==> src/rtl/bfe_pkg.sv <==
// Shared constants, opcode encoding and control/status types for the Brainfuck engine.
package bfe_pkg;

    localparam int TAPE_CELLS_D    = 32768;
    localparam int PROGRAM_DEPTH_D = 4096;
    localparam int NEST_DEPTH_D    = 256;
    localparam int INPUT_DEPTH_D   = 256;

    localparam logic [1:0] CMD_LOAD  = 2'd0;
    localparam logic [1:0] CMD_INPUT = 2'd1;
    localparam logic [1:0] CMD_EXEC  = 2'd2;

    localparam logic [2:0] K_ACCEPT  = 3'd0;
    localparam logic [2:0] K_OUTPUT  = 3'd1;
    localparam logic [2:0] K_HALTED  = 3'd2;
    localparam logic [2:0] K_UNCLOSE = 3'd3;
    localparam logic [2:0] K_UNOPEN  = 3'd4;
    localparam logic [2:0] K_FULL    = 3'd5;

    localparam logic [3:0] OP_NOP   = 4'd0;
    localparam logic [3:0] OP_RIGHT = 4'd1;
    localparam logic [3:0] OP_LEFT  = 4'd2;
    localparam logic [3:0] OP_INC   = 4'd3;
    localparam logic [3:0] OP_DEC   = 4'd4;
    localparam logic [3:0] OP_OUT   = 4'd5;
    localparam logic [3:0] OP_IN    = 4'd6;
    localparam logic [3:0] OP_OPEN  = 4'd7;
    localparam logic [3:0] OP_CLOSE = 4'd8;

    localparam logic [7:0] CH_RIGHT = 8'h3E;
    localparam logic [7:0] CH_LEFT  = 8'h3C;
    localparam logic [7:0] CH_INC   = 8'h2B;
    localparam logic [7:0] CH_DEC   = 8'h2D;
    localparam logic [7:0] CH_OUT   = 8'h2E;
    localparam logic [7:0] CH_IN    = 8'h2C;
    localparam logic [7:0] CH_OPEN  = 8'h5B;
    localparam logic [7:0] CH_CLOSE = 8'h5D;

    typedef struct packed {
        logic accept;
        logic begin_load;
        logic clear_step;
        logic ld_a;
        logic ld_pop;
        logic ld_pop2;
        logic ld_end;
        logic ld_fin;
        logic in_op;
        logic ex_op;
        logic load_out;
    } t_ctl;

    typedef struct packed {
        logic loading;
        logic clear_done;
        logic ld_pop;
        logic last;
        logic top_nz;
    } t_sts;

    function automatic logic [3:0] encode_char(input logic [7:0] ch);
        logic [3:0] op;
        case (ch)
            CH_RIGHT: op = OP_RIGHT;
            CH_LEFT:  op = OP_LEFT;
            CH_INC:   op = OP_INC;
            CH_DEC:   op = OP_DEC;
            CH_OUT:   op = OP_OUT;
            CH_IN:    op = OP_IN;
            CH_OPEN:  op = OP_OPEN;
            CH_CLOSE: op = OP_CLOSE;
            default:  op = OP_NOP;
        endcase
        return op;
    endfunction

endpackage

==> src/rtl/bfe_ctrl.sv <==
// Sequencing state machine for the Brainfuck engine: load, input, execute and result handoff.
module bfe_ctrl (
    input  logic          i_clk,
    input  logic          i_rst_n,
    input  logic          i_in_valid,
    input  logic [1:0]    i_command,
    output logic          o_in_ready,
    output logic          o_out_valid,
    input  logic          i_out_ready,
    input  bfe_pkg::t_sts i_sts,
    output bfe_pkg::t_ctl o_ctl
);

    localparam logic [3:0] S_IDLE    = 4'd0;
    localparam logic [3:0] S_BEGIN   = 4'd1;
    localparam logic [3:0] S_CLEAR   = 4'd2;
    localparam logic [3:0] S_LD_A    = 4'd3;
    localparam logic [3:0] S_LD_POP  = 4'd4;
    localparam logic [3:0] S_LD_POP2 = 4'd5;
    localparam logic [3:0] S_LD_END  = 4'd6;
    localparam logic [3:0] S_LD_FIN  = 4'd7;
    localparam logic [3:0] S_INB     = 4'd8;
    localparam logic [3:0] S_EXEC    = 4'd9;
    localparam logic [3:0] S_OUT     = 4'd10;

    logic [3:0] r_state;
    logic [3:0] n_state;
    logic       r_out_valid;
    logic       n_out_valid;
    logic       in_ready;
    logic       slot_free;

    always_comb begin
        o_ctl       = '0;
        n_state     = r_state;
        n_out_valid = r_out_valid;
        in_ready    = 1'b0;
        slot_free   = !r_out_valid || i_out_ready;
        if (r_out_valid && i_out_ready) begin
            n_out_valid = 1'b0;
        end
        case (r_state)
            S_IDLE: begin
                in_ready = 1'b1;
            end
            S_BEGIN: begin
                o_ctl.begin_load = 1'b1;
                n_state          = S_CLEAR;
            end
            S_CLEAR: begin
                o_ctl.clear_step = 1'b1;
                if (i_sts.clear_done) begin
                    n_state = S_LD_A;
                end
            end
            S_LD_A: begin
                o_ctl.ld_a = 1'b1;
                n_state    = i_sts.ld_pop ? S_LD_POP : S_LD_END;
            end
            S_LD_POP: begin
                o_ctl.ld_pop = 1'b1;
                n_state      = S_LD_POP2;
            end
            S_LD_POP2: begin
                o_ctl.ld_pop2 = 1'b1;
                n_state       = S_LD_END;
            end
            S_LD_END: begin
                o_ctl.ld_end = 1'b1;
                n_state      = (i_sts.last && i_sts.top_nz) ? S_LD_FIN : S_OUT;
            end
            S_LD_FIN: begin
                o_ctl.ld_fin = 1'b1;
                n_state      = S_OUT;
            end
            S_INB: begin
                o_ctl.in_op = 1'b1;
                n_state     = S_OUT;
            end
            S_EXEC: begin
                o_ctl.ex_op = 1'b1;
                n_state     = S_OUT;
            end
            S_OUT: begin
                if (slot_free) begin
                    o_ctl.load_out = 1'b1;
                    n_out_valid    = 1'b1;
                    in_ready       = 1'b1;
                    n_state        = S_IDLE;
                end
            end
            default: begin
                n_state = S_IDLE;
            end
        endcase
        if (in_ready && i_in_valid) begin
            o_ctl.accept = 1'b1;
            case (i_command)
                bfe_pkg::CMD_LOAD:  n_state = i_sts.loading ? S_LD_A : S_BEGIN;
                bfe_pkg::CMD_INPUT: n_state = S_INB;
                bfe_pkg::CMD_EXEC:  n_state = S_EXEC;
                default:            n_state = S_OUT;
            endcase
        end
    end

    always_ff @(posedge i_clk) begin
        if (!i_rst_n) begin
            r_state     <= S_IDLE;
            r_out_valid <= 1'b0;
        end else begin
            r_state     <= n_state;
            r_out_valid <= n_out_valid;
        end
    end

    assign o_in_ready  = in_ready;
    assign o_out_valid = r_out_valid;

endmodule

==> config.mk <==
export PLATFORM = sky130hd
export DESIGN_NAME = bfe_ctrl
export DESIGN_NICKNAME = d
export VERILOG_FILES = /design/src/rtl/bfe_pkg.sv /design/src/rtl/bfe_ctrl.sv
export SDC_FILE = /design/constraint.sdc
export NUM_CORES = 1
export LEC_CHECK = 0
export ABC_AREA = 0
export ABC_CLOCK_PERIOD_IN_PS = 2300
export BUFFER_PORTS_ARGS = -buffer_cell sky130_fd_sc_hd__buf_2
export CORE_AREA = 2 2 39 41
export CTS_CLUSTER_DIAMETER = 60
export DETAILED_ROUTE_END_ITERATION = 10
export DIE_AREA = 0 0 41 43
export PLACE_DENSITY = 0.63
export SLEW_MARGIN = 30
export SYNTH_ARGS = -nofsm -noshare
export SYNTH_HDL_FRONTEND = slang
export SYNTH_SLANG_ARGS = --single-unit
export TNS_END_PERCENT = 20
==> constraint.sdc <==
create_clock -name i_clk -period 2.3 [get_ports i_clk]
set_input_delay 0.115 -clock i_clk [delete_from_list [all_inputs] [get_ports i_clk]]
set_output_delay 0.115 -clock i_clk [all_outputs]
set_load 0.02 [all_outputs]
# Word-level counts from Yosys, hierarchy flattened
# Cells that the tools add are included.
dict set report op_classes {
  reduce_logical 9
  eq_ne 15
  mux 24
}
# operator count
set op_table {}
lappend op_table {{$pmux 4 s9} 1}
lappend op_table {{$eq 4x3->1 const B} 4}
lappend op_table {{$mux 4} 4}
lappend op_table {{$mux 1} 15}
lappend op_table {{$eq 4x4->1 const B} 3}
lappend op_table {{$pmux 4 s3} 1}
lappend op_table {{$eq 4x2->1 const B} 2}
lappend op_table {{$ne 3x3->1 const B} 2}
lappend op_table {{$eq 4x1->1 const B} 1}
lappend op_table {{$logic_not 4->1} 1}
lappend op_table {{$mux 2} 2}
lappend op_table {{$logic_and 1x1->1} 3}
lappend op_table {{$reduce_and 3->1} 1}
lappend op_table {{$reduce_or 3->1} 1}
lappend op_table {{$eq 2x1->1 const B} 1}
lappend op_table {{$eq 2x2->1 const B} 1}
lappend op_table {{$logic_not 2->1} 1}
lappend op_table {{$ne 2x2->1 const B} 1}
lappend op_table {{$pmux 1 s2} 1}
lappend op_table {{$logic_not 1->1} 1}
lappend op_table {{$logic_or 1x1->1} 1}
dict set report word_totals {
  inputBits 11
  output_inout_bits 13
  reg_bits 5
}

# Depth between registers and ports, before layout
dict set report logic_depth {
  ltp_word 7
  depth_mapped 6
  ltp_nobuf 6
}

# Least setup slack after synthesis
# OpenSTA, ideal clock, no wires.
dict set report synth_timing {
  path_kind {flip-flop to flip-flop}
  from {register r_state[3]}
  to {register r_state[0]}
  path_slack_ns 0.966
  setup_time_ns 0.070
  arrival_ns 1.264
  path_stages_with_launch 6
  period_less_slack_ns 1.334
  path_cell_list {dfxtp_1 > buf_6 > or2_4 > o21a_4 > or3_1 > a21boi_1}
}
dict set report synth_between {
  elab_chain_len 5
}
# item line_no
set synth_rtl {}
lappend synth_rtl {{from (decl)} bfe_ctrl.sv:26} ;# logic [3:0] r_state;
lappend synth_rtl {{from (signal assigned)} bfe_ctrl.sv:112} ;# r_state <= n_state;
lappend synth_rtl {{$eq 4x4->1 / $logic_not 4->1 (equally long branches)} bfe_ctrl.sv:42} ;# case (r_state)
lappend synth_rtl {{$pmux 1 s2} bfe_ctrl.sv:42}
lappend synth_rtl {{$logic_and 1x1->1} bfe_ctrl.sv:96} ;# if (in_ready && i_in_valid) begin
lappend synth_rtl {{$ne 3x3->1 (no source line) / $ne 2x2->1 (equally long branches)} -}
lappend synth_rtl {{$reduce_and 3->1 (no source line)} -}
# Several ways; a longest one is shown, not always the timed one.
# A chain may end at the register's enable or synchronous reset.

==> key figures <==
Outcome
  • Status: complete, no violations

Clock tree
  • Post-CTS sizing: 0
  • CTS Hold Bufs: 0
  • Clock latency at the later pin of the worst-skew pair: 0.25 ns
  • Post-CTS setup buffer count: 0
  • Cts bufs inserted: 3
  • CTS tree: done
  • CTS Buffer Depth: 2
  • Clock-pin slew on the worst setup and hold paths: 0.05 ns
  • Clk sinks: 5
  • Clock root buffer: clkbuf_4
  • H-tree levels: 1

Global route
  • Pin count of the biggest net entering global routing: 14
  • Vias in the first global route: 412
  • GRT Total Usage: 13.3%
  • Global-route track usage on met2: 21.9%
  • Met1 Resource Use GR: 14.4%
  • Initial antenna violation count: 0
  • Total gr overflow: 0
  • Met3 Usage GRT: 6.28%
  • Global route hottest layer: met2
  • First-pass GRT wire length: 1590 um

Yosys
  • Synthesized area: 477 um2
  • Syn nets: 81
  • Seq cells post-synth: 5
  • Post-synthesis sequential area ratio: 21.0%
  • Mean area per synthesized cell: 7.12 um2
  • Post-Synthesis Cells: 67
  • Cell variety after synth: 28
  • Syn. warnings: 0

Finish
  • Fin cells: 107
  • Share of layout cells above drive strength 1: 33.0%
  • Area Overhead vs Synth: 30.2%
  • Diode count: 0
  • Fin util: 44.8%
  • Nets: 106
  • Final Cell Area: 621 um2

Setup path
  • Worst R2R Path Depth: 4
  • Setup crit end kind: output pin
  • CP required: 2.18 ns
  • Worst stage delay on the critical path: 0.52 ns
  • Startpoint Class: register
  • Cells along the critical path: nand2_1 -> o21a_4 -> nor2_1 -> buf_2
  • Largest delay share family, worst path: flip-flops
  • Worst-path fanout max: 13
  • Arrival @ worst endpoint: 1.43 ns
  • Critical path's slowest cell: dfxtp_1
  • Crit path kind: reg -> out
  • Crit path depth: 4
  • Worst Path Buf+Inv: 1
  • Worst R2R Setup Slack: 0.80 ns

Detailed routing
  • Vias after detailed routing: 501
  • Total Routed Length: 1030 um
  • Drt first pass iters: 2
  • Mean routed wirelength per cell: 9.60 um
  • Routed Antenna Nets: 0
  • Vias per inst: 4.68
  • DRT iter0 DRCs: 6
  • DRC Markers: 0

Placed design
  • Dpl cells: 103
  • I/O Buffers: 23
  • Dpl ws: 0.806 ns
  • GPL Wtd Cong: 0.737
  • HPWL Detailed: 852 um
  • DP Area: 593 um2

Floorplan
  • Chip Height: 43 um
  • Initial core utilization: 34.4%
  • IO Pins: 24
  • Die area: 0.00176 mm2
  • # rows: 14
  • Chip width: 41 um
  • Core area: 0.00138 mm2

STA
  • Final min period: 1.55 ns
  • Total negative slack: 0 ns
  • Worst setup margin: 0.753 ns
  • Fin. max-slew vios: 0
  • Worst Clk Skew: 0.00496 ns
  • Fmax: 647 MHz
  • Pin slew with the least headroom to its limit: 0.354 ns
  • Final setup fails: 0
  • Final hold violation count: 0
  • Rel. slew slack: 76.4%
  • Final period utilization: 67.3%
  • RSZ-0062 raised after global routing: false

Power and ir drop
  • Peak VDD IR: 0.325 mV
  • Pwr dens: 703 mW/mm2
  • Leakage power: 0.313 nW

Flow run
  • Max Cap Viol: 0

Min path
  • Hold path depth: 2
  • Min-Delay Path Class: in -> reg
## stage by stage
step / hold slack (ns) / power, mW
5_1_grt: 0.131 / 0.476
3_5_place_dp: 0.383 / 0.336
2_1_floorplan: 0.237 / 0.286
3_3_place_gp: 0.388 / 0.333
4_1_cts: 0.128 / 0.443
6_report: 0.132 / 0.436
## sequential cells by signal, summed over array words and instances, names as in the netlist
register,count
r_state,4
o_out_valid,1
## worst paths after layout
check,start,to
worst max-delay path,r_state[1],o_ctl[10]
worst min-delay path,i_rst_n,o_out_valid
worst min register to register,r_state[3],r_state[2]
worst max register to register,r_state[1],r_state[1]
## report_power, final
group,internal [mW],total [mW],switching [mW]
combinational,0.0903,0.203,0.113
clock,0.0631,0.103,0.0403
sequential,0.0998,0.129,0.0295
## Yosys cell counts, drive strengths merged
cell type | instances | share of area (%)
a21boi | 3 | 4.7
a21oi | 1 | 1.0
a22oi | 1 | 1.6
a31oi | 1 | 1.3
a32oi | 1 | 1.8
and2 | 1 | 1.3
and3b | 2 | 3.7
buf | 1 | 2.4
clkbuf | 2 | 1.6
dfxtp | 5 | 21
ha | 3 | 7.9
inv | 2 | 1.6
mux2i | 1 | 2.1
nand2 | 5 | 3.9
nand2b | 4 | 5.2
nor2 | 15 | 12
nor2b | 2 | 2.6
nor3 | 2 | 2.1
nor3b | 2 | 3.1
o21a | 2 | 4.7
o21ai | 5 | 5.2
o31a | 1 | 1.8
or2 | 2 | 3.2
or2b | 1 | 1.6
or3 | 2 | 2.6
## layout make-up
| type | instances | area (um2) |
|---|---|---|
| fillers | 153 | 763 |
| multi-input cells | 57 | 350 |
| repair buffers | 23 | 115 |
| flip-flops and latches | 5 | 100 |
| clock buffers | 3 | 22.5 |
| well taps | 16 | 20.0 |
| inverters | 2 | 7.51 |
| clock inverters | 1 | 5.00 |
## placed cells by master, fill, tap and decap left out, types with 3 or more instances in the layout
cell type	netlist	layout
buf_2	0	23
clkbuf_4	0	3
dfxtp_1	5	5
ha_1	3	3
nand2_1	5	5
nand2b_1	4	4
nor2_1	15	15
o21ai_0	5	5
## layer usage
| layer | routed length [um] | vias up | part of all wire (%) |
|---|---|---|---|
| met4 | 9 | 0 | 0.88 |
| met1 | 453 | 206 | 44 |
| met2 | 489 | 19 | 48 |
| li1 | - | 274 | - |
| met3 | 74 | 2 | 7.2 |
| met5 | 0 | - | 0 |
## logic make-up after synthesis
kind of cell	synth area share, %
multiplexers	2.10
buffers and inverters	5.51
adder cells (fa/ha/maj)	7.87
AND/OR/NAND/NOR	41.2
flip-flops	21.0
AO/OA/AOI/OAI	22.3
No activity file was read; power rests on OpenSTA's default activity.
